File: src/design/wsd_pkg.sv
// ---------------------------------------------------------------------------
// WebSocket deframer package
// Shared payload types, widths and defaults of the frame deframer.
// ---------------------------------------------------------------------------
package wsd_pkg;

  localparam int unsigned FrameLenW      = 31;
  localparam int unsigned LengthBitsDflt = 31;
  localparam int unsigned QueueDepth     = 2;
  localparam int unsigned QueuePtrW      = $clog2(QueueDepth);
  localparam int unsigned QueueCntW      = $clog2(QueueDepth + 1);

  typedef struct packed {
    logic [7:0] data_byte;
    logic       buffer_end;
  } in_t;

  typedef struct packed {
    logic                 payload_valid;
    logic [7:0]           payload_byte;
    logic [3:0]           frame_opcode;
    logic [FrameLenW-1:0] frame_length;
    logic                 frame_end;
    logic                 status;
  } out_t;

  // request handed from the header parser to the output stage
  typedef struct packed {
    logic                 payload_valid;
    logic [7:0]           data_byte;
    logic [31:0]          mask_key;
    logic [1:0]           mask_lane;
    logic [3:0]           frame_opcode;
    logic [FrameLenW-1:0] frame_length;
    logic                 frame_end;
    logic                 status;
  } req_t;

endpackage

File: src/design/wsd_front.sv
// ---------------------------------------------------------------------------
// WebSocket deframer front end
// Accepts received bytes, walks the frame header and classifies each byte,
// pushing one request per result into the queue.
// ---------------------------------------------------------------------------
module wsd_front #(
  parameter int unsigned LENGTH_BITS = wsd_pkg::LengthBitsDflt
) (
  input  logic          clk_i,
  input  logic          rst_ni,
  input  logic          accept_i,
  input  wsd_pkg::in_t  in_data_i,
  output logic          push_o,
  output wsd_pkg::req_t req_o
);

  typedef enum logic [7:0] {
    PhFirst    = 8'b0000_0001,
    PhSecond   = 8'b0000_0010,
    PhExt16    = 8'b0000_0100,
    PhExt64    = 8'b0000_1000,
    PhMask     = 8'b0001_0000,
    PhPayload  = 8'b0010_0000,
    PhDrop     = 8'b0100_0000,
    PhOversize = 8'b1000_0000
  } phase_e;

  localparam logic [6:0] Len16Code    = 7'd126;
  localparam logic [3:0] Ext16Bytes   = 4'd2;
  localparam logic [3:0] Ext64LowByte = 4'd5;
  localparam logic [3:0] Ext64Bytes   = 4'd8;
  localparam logic [3:0] MaskBytes    = 4'd4;

  phase_e                 phase_q, phase_d;
  logic [3:0]             cnt_q, cnt_d;
  logic [3:0]             opcode_q, opcode_d;
  logic                   mask_q, mask_d;
  logic [31:0]            key_q, key_d;
  logic [LENGTH_BITS-1:0] len_q, len_d;
  logic [LENGTH_BITS-1:0] left_q, left_d;
  logic [1:0]             lane_q, lane_d;

  logic [LENGTH_BITS+7:0] wide;
  logic [7:0]             b;
  logic                   be;
  logic                   trunc, len_done, hdr_done, over_end;
  logic                   res_valid, res_end, res_status;

  assign b    = in_data_i.data_byte;
  assign be   = in_data_i.buffer_end;
  assign wide = {len_q, b};

  always_comb begin
    phase_d    = phase_q;
    cnt_d      = cnt_q;
    opcode_d   = opcode_q;
    mask_d     = mask_q;
    key_d      = key_q;
    len_d      = len_q;
    left_d     = left_q;
    lane_d     = lane_q;
    trunc      = 1'b0;
    len_done   = 1'b0;
    hdr_done   = 1'b0;
    over_end   = 1'b0;
    push_o     = 1'b0;
    res_valid  = 1'b0;
    res_end    = 1'b0;
    res_status = 1'b0;
    if (accept_i) begin
      unique case (phase_q)
        PhFirst: begin
          opcode_d = b[3:0];
          mask_d   = 1'b0;
          key_d    = '0;
          len_d    = '0;
          left_d   = '0;
          lane_d   = '0;
          cnt_d    = '0;
          if (be) trunc = 1'b1;
          else    phase_d = PhSecond;
        end
        PhSecond: begin
          mask_d = b[7];
          cnt_d  = '0;
          if (b[6:0] < Len16Code) begin
            len_d    = LENGTH_BITS'(b[6:0]);
            len_done = 1'b1;
          end else begin
            phase_d = (b[6:0] == Len16Code) ? PhExt16 : PhExt64;
            if (be) trunc = 1'b1;
          end
        end
        PhExt16: begin
          len_d = wide[LENGTH_BITS-1:0];
          cnt_d = cnt_q + 4'd1;
          if (cnt_d >= Ext16Bytes) len_done = 1'b1;
          else if (be)             trunc    = 1'b1;
        end
        PhExt64: begin
          cnt_d = cnt_q + 4'd1;
          if (cnt_d >= Ext64LowByte) begin
            if (wide[LENGTH_BITS+7:LENGTH_BITS] != 8'h00) begin
              len_d   = '0;
              phase_d = PhOversize;
            end else begin
              len_d = wide[LENGTH_BITS-1:0];
            end
          end
          if (cnt_d >= Ext64Bytes) begin
            if (phase_d == PhOversize) over_end = 1'b1;
            else                       len_done = 1'b1;
          end else if (be) begin
            trunc = 1'b1;
          end
        end
        PhOversize: begin
          cnt_d = cnt_q + 4'd1;
          if (cnt_d >= Ext64Bytes) over_end = 1'b1;
          else if (be)             trunc    = 1'b1;
        end
        PhMask: begin
          key_d = {key_q[23:0], b};
          cnt_d = cnt_q + 4'd1;
          if (cnt_d >= MaskBytes) hdr_done = 1'b1;
          else if (be)            trunc    = 1'b1;
        end
        PhPayload: begin
          lane_d = lane_q + 2'd1;
          left_d = left_q - LENGTH_BITS'(1);
          if (left_d == '0) begin
            phase_d   = be ? PhFirst : PhDrop;
            push_o    = 1'b1;
            res_valid = 1'b1;
            res_end   = 1'b1;
          end else if (be) begin
            trunc = 1'b1;
          end else begin
            push_o    = 1'b1;
            res_valid = 1'b1;
          end
        end
        PhDrop: begin
          if (be) phase_d = PhFirst;
        end
        default: phase_d = PhFirst;
      endcase

      if (len_done) begin
        if (mask_d) begin
          phase_d = PhMask;
          cnt_d   = '0;
          if (be) trunc = 1'b1;
        end else begin
          hdr_done = 1'b1;
        end
      end

      if (hdr_done) begin
        if (len_d == '0) begin
          phase_d = be ? PhFirst : PhDrop;
          push_o  = 1'b1;
          res_end = 1'b1;
        end else if (be) begin
          trunc = 1'b1;
        end else begin
          phase_d = PhPayload;
          left_d  = len_d;
          lane_d  = '0;
        end
      end

      if (over_end) begin
        phase_d    = be ? PhFirst : PhDrop;
        push_o     = 1'b1;
        res_end    = 1'b1;
        res_status = 1'b1;
      end

      if (trunc) begin
        phase_d    = PhFirst;
        push_o     = 1'b1;
        res_valid  = 1'b0;
        res_end    = 1'b1;
        res_status = 1'b1;
      end
    end
  end

  always_comb begin
    req_o.payload_valid = res_valid;
    req_o.data_byte     = res_valid ? b : 8'h00;
    req_o.mask_key      = mask_q ? key_q : 32'h0;
    req_o.mask_lane     = lane_q;
    req_o.frame_opcode  = opcode_d;
    req_o.frame_length  = wsd_pkg::FrameLenW'(len_d);
    req_o.frame_end     = res_end;
    req_o.status        = res_status;
  end

  always_ff @(posedge clk_i or negedge rst_ni) begin
    if (!rst_ni) begin
      phase_q  <= PhFirst;
      cnt_q    <= '0;
      opcode_q <= '0;
      mask_q   <= 1'b0;
      key_q    <= '0;
      len_q    <= '0;
      left_q   <= '0;
      lane_q   <= '0;
    end else begin
      phase_q  <= phase_d;
      cnt_q    <= cnt_d;
      opcode_q <= opcode_d;
      mask_q   <= mask_d;
      key_q    <= key_d;
      len_q    <= len_d;
      left_q   <= left_d;
      lane_q   <= lane_d;
    end
  end

endmodule

File: src/design/wsd_queue.sv
// ---------------------------------------------------------------------------
// WebSocket deframer request queue
// Small FIFO between the header parser and the output stage.
// ---------------------------------------------------------------------------
module wsd_queue (
  input  logic          clk_i,
  input  logic          rst_ni,
  input  logic          push_i,
  input  wsd_pkg::req_t req_i,
  input  logic          pop_i,
  output wsd_pkg::req_t req_o,
  output logic          full_o,
  output logic          empty_o
);

  localparam int unsigned Depth = wsd_pkg::QueueDepth;
  localparam int unsigned PtrW  = wsd_pkg::QueuePtrW;
  localparam int unsigned CntW  = wsd_pkg::QueueCntW;

  wsd_pkg::req_t   slot_q [Depth];
  logic [PtrW-1:0] wr_q, wr_d, rd_q, rd_d;
  logic [CntW-1:0] cnt_q, cnt_d;
  logic            do_push, do_pop;

  assign full_o  = (cnt_q == CntW'(Depth));
  assign empty_o = (cnt_q == '0);
  assign do_push = push_i && !full_o;
  assign do_pop  = pop_i && !empty_o;
  assign req_o   = slot_q[rd_q];

  always_comb begin
    wr_d  = wr_q;
    rd_d  = rd_q;
    cnt_d = cnt_q;
    if (do_push) wr_d = (wr_q == PtrW'(Depth - 1)) ? '0 : wr_q + PtrW'(1);
    if (do_pop)  rd_d = (rd_q == PtrW'(Depth - 1)) ? '0 : rd_q + PtrW'(1);
    if (do_push && !do_pop)      cnt_d = cnt_q + CntW'(1);
    else if (do_pop && !do_push) cnt_d = cnt_q - CntW'(1);
  end

  always_ff @(posedge clk_i) begin
    if (do_push) slot_q[wr_q] <= req_i;
  end

  always_ff @(posedge clk_i or negedge rst_ni) begin
    if (!rst_ni) begin
      wr_q  <= '0;
      rd_q  <= '0;
      cnt_q <= '0;
    end else begin
      wr_q  <= wr_d;
      rd_q  <= rd_d;
      cnt_q <= cnt_d;
    end
  end

endmodule

File: src/design/wsd_back.sv
// ---------------------------------------------------------------------------
// WebSocket deframer back end
// Takes requests from the queue, unmasks payload bytes and holds each result
// in the output register until it is taken.
// ---------------------------------------------------------------------------
module wsd_back (
  input  logic          clk_i,
  input  logic          rst_ni,
  input  wsd_pkg::req_t req_i,
  input  logic          empty_i,
  output logic          pop_o,
  output logic          out_valid_o,
  input  logic          out_ready_i,
  output wsd_pkg::out_t out_data_o
);

  logic          valid_q;
  wsd_pkg::out_t res_q, res_d;
  logic [7:0]    key_byte;

  assign pop_o       = !empty_i && (!valid_q || out_ready_i);
  assign out_valid_o = valid_q;
  assign out_data_o  = res_q;

  // lane 0 is the first key byte received, held in the top byte
  always_comb begin
    unique case (req_i.mask_lane)
      2'd0: key_byte = req_i.mask_key[31:24];
      2'd1: key_byte = req_i.mask_key[23:16];
      2'd2: key_byte = req_i.mask_key[15:8];
      2'd3: key_byte = req_i.mask_key[7:0];
      default: key_byte = 8'h00;
    endcase
  end

  always_comb begin
    res_d.payload_valid = req_i.payload_valid;
    res_d.payload_byte  = req_i.payload_valid ? (req_i.data_byte ^ key_byte) : 8'h00;
    res_d.frame_opcode  = req_i.frame_opcode;
    res_d.frame_length  = req_i.frame_length;
    res_d.frame_end     = req_i.frame_end;
    res_d.status        = req_i.status;
  end

  always_ff @(posedge clk_i) begin
    if (pop_o) res_q <= res_d;
  end

  always_ff @(posedge clk_i or negedge rst_ni) begin
    if (!rst_ni) begin
      valid_q <= 1'b0;
    end else if (pop_o) begin
      valid_q <= 1'b1;
    end else if (out_ready_i) begin
      valid_q <= 1'b0;
    end
  end

endmodule

File: src/design/websocket_frame_deframer.sv
// ---------------------------------------------------------------------------
// WebSocket frame deframer
// Parses frame headers from a received byte stream and emits unmasked
// payload bytes, frame ends and error reports.
// ---------------------------------------------------------------------------
// One received byte is taken per clock cycle while the queue is not full.
// The header parser handles each byte in the cycle it is accepted and queues
// at most one result for it in a two-entry queue; the output stage moves a
// result from the queue into the output register. Input ready falls only
// when the queue is full, that is when the consumer has not taken the result
// in the output register and two more results wait in the queue. A frame
// starts at the first byte of a buffer; payload bytes of a frame that ends in
// a truncation error must be discarded by the consumer.
module websocket_frame_deframer #(
  parameter int unsigned LENGTH_BITS = wsd_pkg::LengthBitsDflt
) (
  input  logic          clk_i,
  input  logic          rst_ni,
  input  logic          in_valid_i,
  output logic          in_ready_o,
  input  wsd_pkg::in_t  in_data_i,
  output logic          out_valid_o,
  input  logic          out_ready_i,
  output wsd_pkg::out_t out_data_o
);

  logic          accept, push, pop, full, empty;
  wsd_pkg::req_t push_req, head_req;

  assign in_ready_o = !full;
  assign accept     = in_valid_i && in_ready_o;

  wsd_front #(
    .LENGTH_BITS(LENGTH_BITS)
  ) u_front (
    .clk_i     (clk_i),
    .rst_ni    (rst_ni),
    .accept_i  (accept),
    .in_data_i (in_data_i),
    .push_o    (push),
    .req_o     (push_req)
  );

  wsd_queue u_queue (
    .clk_i   (clk_i),
    .rst_ni  (rst_ni),
    .push_i  (push),
    .req_i   (push_req),
    .pop_i   (pop),
    .req_o   (head_req),
    .full_o  (full),
    .empty_o (empty)
  );

  wsd_back u_back (
    .clk_i       (clk_i),
    .rst_ni      (rst_ni),
    .req_i       (head_req),
    .empty_i     (empty),
    .pop_o       (pop),
    .out_valid_o (out_valid_o),
    .out_ready_i (out_ready_i),
    .out_data_o  (out_data_o)
  );

endmodule
File: config.mk
export PLATFORM = sky130hd
export DESIGN_NAME = websocket_frame_deframer
export DESIGN_NICKNAME = d
export VERILOG_FILES = /design/src/design/wsd_pkg.sv /design/src/design/wsd_front.sv /design/src/design/wsd_queue.sv /design/src/design/wsd_back.sv /design/src/design/websocket_frame_deframer.sv
export SDC_FILE = /design/constraint.sdc
export NUM_CORES = 1
export LEC_CHECK = 0
export BUFFER_PORTS_ARGS = -buffer_cell sky130_fd_sc_hd__buf_4
export CORE_MARGIN = 8
export CORE_UTILIZATION = 56
export DETAILED_ROUTE_END_ITERATION = 10
export GPL_TIMING_DRIVEN = 0
export HOLD_SLACK_MARGIN = 0.06
export PLACE_DENSITY_LB_ADDON = 0.05
export REMOVE_ABC_BUFFERS = 1
export SKIP_CTS_REPAIR_TIMING = 1
export SLEW_MARGIN = 20
export SYNTH_ARGS = -nofsm -noshare
export SYNTH_HDL_FRONTEND = slang
export SYNTH_HIERARCHICAL = 1
export SYNTH_SLANG_ARGS = --single-unit
File: constraint.sdc
create_clock -name clk_i -period 6.44 [get_ports clk_i]
set_input_delay 0 -clock clk_i [delete_from_list [all_inputs] [get_ports clk_i]]
set_output_delay 0 -clock clk_i [all_outputs]
set_load 0.02 [all_outputs]
==> flow_summary.toml <==
[logic_synthesis]
synth_simple_gate_area_share_pct = 11.81
yosysUniqueCellTypes = 82
yosys_register_bits = 324
syn_avg_cell_area_sq_um = 12.62
synth_top_family_by_area = "compound AO/OA/AOI/OAI gates"
synth_ff_type = "edfxtp_1"
seq_area_frac_synth_pct = 58.59
synth_fa_ha_area_share_pct = 0.4813
synthCells = 1236
synth_xor_area_share_pct = 1.628
synth_edf_count = 206
yosys_warnings = 6
synth_mux_area_share_pct = 9.120
syn_area_sq_um = 15600
async_reset_ff_share_pct = 36.42
synth_compound_area_share_pct = 14.37

[timing]
slew_headroom_pct = 25.70
setup_tns_ns = 0
fin_ws_ns = 0.5924
rsz0062_at_grt = "false"
slew_violations = 0
finalSetupViolations = 0
min_period_ns = 5.848
max_slew.worst_pin.slew_ns = 1.110
period_share_pct = 90.80
max_freq_mhz = 171.0
hold_violations = 0
fin_skew_ns = 0.02617

[placement]
dpl_cell_area_sq_um = 16450
portBuffers = 60
place.gp.congestion = 0.9058
dp_hpwl_um = 23990
preCtsSetupSlack_ns = 0.4019

[route]
dr.pass1.iters = 5
drt_iter0_drc = 869
wl_per_cell_um = 21.57
postRouteWirelength_um = 36320
drtAntennaViolNets = 0
drc_errors = 0
viasPerCell = 6.140
routed-via-count = 10340

[worst_hold_path]
min_from = "out_ready_i"
min_to = "u_back/out_valid_o"
min_path_cells = 3
hp-class = "primary input to flop"

[finish]
finish.utilization_pct = 64.58
drive_gt1_share_pct = 19.83
final_cell_area_sq_um = 17840
diodes = 0
mostFrequentLayoutCells = "206 x edfxtp_1, 115 x dfrtp_1, 86 x nor2_1"
nNetsFinal = 1298
area_delta_synth_final_pct = 14.38
fillers = 2091
final_common_cell = "edfxtp_1"

[global_routing]
grt_pass1_vias = 9696
grt_start_max_net_pins = 76
overflow = 0
grtUsageTotal_pct = 21.18
grt_pass1_wl_um = 56260
antenna_found_initial = 2

[power]
p_comb_share_pct = 38.3
power.share.clock_pct = 24.3
p_sw_mw = 3.225
vdd_ir_drop_max_mv = 0.3822
sequentialPowerShare_pct = 37.3
power.density_cell_area_nw_per_um2 = 480.7
intPower_mw = 5.352
p_sw_share_pct = 37.60
power_mw = 8.577
power_leakage_nw = 6.927

[critical_path]
cpMaxStageDelayCell = "a2111oi_2"
reg2reg_to = "u_queue/slot_q[1][6]"
endpoint_kind = "flop"
crit_arrival_ns = 6.04
critPathMaxStageDelay_ns = 0.72
cp_max_fo = 45
r2r_start = "u_front/cnt_q[0]"
path_delay_family = "compound AO/OA/AOI/OAI gates"
required_ns = 6.63
rrSetupSlack_ns = 0.59
crit_path_start_kind = "flop"
path_buf_inv = 1
rr_worst_depth = 11
crit_top_cell = "a31oi_1"
worstPathCellList = "ha_1 > a211oi_1 > a31oi_1 > a31oi_1 > a21boi_0 > a2111oi_2 > nand3_2 > o2111ai_1 > o21a_1 > and3_4 > buf_12"
crit_type = "flop to flop"

[die]
fp.dieH_um = 182.9
num_io_pins = 61
start_util_pct = 56.46
core_sq_um = 27630
std_cell_rows = 61
die-width_um = 182.9
dieArea_sq_um = 33450

[clocking]
insertion_delay_ns = 0.53
cts.clk_slew.worst_paths_ns = 0.06
clockBufferDepth = 3
clock-sinks = 324
clockRootBuffer = "clkbuf_16"
cts_buffers = 36
cts_tree = "done"
htreeDepth = 2

[flow_run]
cap_violations = 0

[run_status]
outcome = "complete, no violations"
-- sequential cells by signal, indices dropped and copies added (netlist names) --
register	flops
u_back/out_data_o	46
u_back/out_valid_o	1
u_front/cnt_q	4
u_front/key_q	32
u_front/lane_q	2
u_front/left_q	31
u_front/len_q	31
u_front/mask_q	1
u_front/opcode_q	4
u_front/phase_q	8
u_queue/cnt_q	2
u_queue/rd_q	1
u_queue/slot_q	160
u_queue/wr_q	1
-- per-layer routing --
metal / share of wire [%] / global-route usage [%]
met5: 0 / 0
met4: 2.8 / 6.897
met3: 5.3 / 3.265
met2: 47 / 33.37
met1: 45 / 29.87
-- per-stage QoR --
stage	instances	hold WS, ns
CTS	1669	-0.6363
finish	1684	0.2597
detailed placement	1604	-0.08214
floorplan	1150	-0.2956
global route	1684	0.2613
global placement	1588	0.2079
-- worst min-delay path, stage by stage --
cell and delay, ns:
dlygate4sd3_1 0.54, buf_4 0.11, o21ai_0 0.08
-- cells in the mapped netlist, types with 7 or more instances --
library cell	count	share of area, %
a21o_1	8	0.39
a21oi_1	67	2.1
a221o_1	7	0.45
a22o_1	37	2.1
a22oi_1	28	1.3
a31o_2	8	0.45
a31oi_1	12	0.48
and2_1	46	1.8
buf_12	9	1.2
buf_2	7	0.22
clkbuf_1	57	1.4
dfrtp_1	117	19
edfxtp_1	206	40
inv_1	24	0.58
mux2_4	79	7.6
mux2i_1	18	1.2
nand2_1	59	1.4
nand2b_1	7	0.28
nand3_1	23	0.74
nand4_1	14	0.56
nor2_1	91	2.2
nor2b_1	16	0.64
nor3_1	22	0.71
nor3b_1	7	0.34
nor4_1	18	0.72
o21ai_0	57	1.8
o22ai_1	13	0.52
o2bb2ai_1	13	0.73
o31ai_1	7	0.34
or3_1	7	0.28
or4_1	8	0.39
xor2_1	24	1.3
-- power groups by stage --
stage | clock network [mW] | logic (mW) | registers, mW
global placement | 0 | 3.04 | 3.36
detailed placement | 0 | 3.22 | 3.23
CTS | 2.13 | 3.23 | 3.20
finish | 2.09 | 3.29 | 3.20
global route | 2.22 | 3.54 | 3.26
floorplan | 0 | 2.00 | 3.38
-- layout make-up --
cell class / count / area [sq um] / area share, %
Timing Repair Buffer: 90 / 997.2 / 5.589
Clock buffer: 47 / 972.2 / 5.449
Tap cell: 378 / 473.0 / 2.651
Sequential cell: 324 / 9145 / 51.26
Multi-Input combinational cell: 803 / 5924 / 33.20
Inverter: 24 / 90.09 / 0.5049
Clock inverter: 18 / 240.2 / 1.346
-- worst max-delay path by stage --
stage	startpoint	to	slack, ns	depth (start not counted)
2_1_floorplan	u_queue/cnt_q[0]	u_queue/slot_q[0][0]	-1.75	6
3_3_place_gp	u_queue/cnt_q[0]	u_queue/slot_q[0][0]	-5.81	6
3_5_place_dp	u_front/cnt_q[0]	u_queue/slot_q[1][0]	0.40	12
4_1_cts	u_front/cnt_q[0]	u_queue/slot_q[1][36]	0.39	12
5_1_grt	u_front/cnt_q[0]	u_queue/slot_q[1][33]	0.26	11
6_report	u_front/cnt_q[0]	u_queue/slot_q[1][6]	0.59	11
-- cells by family after synthesis --
group	after synthesis
AND/OR/NAND/NOR	347
adder cells (fa/ha/maj)	6
flip-flops	324
XOR/XNOR	29
multiplexers	102
AO/OA/AOI/OAI	318
buffers and inverters	110
Power figures use the tool's default switching activity.
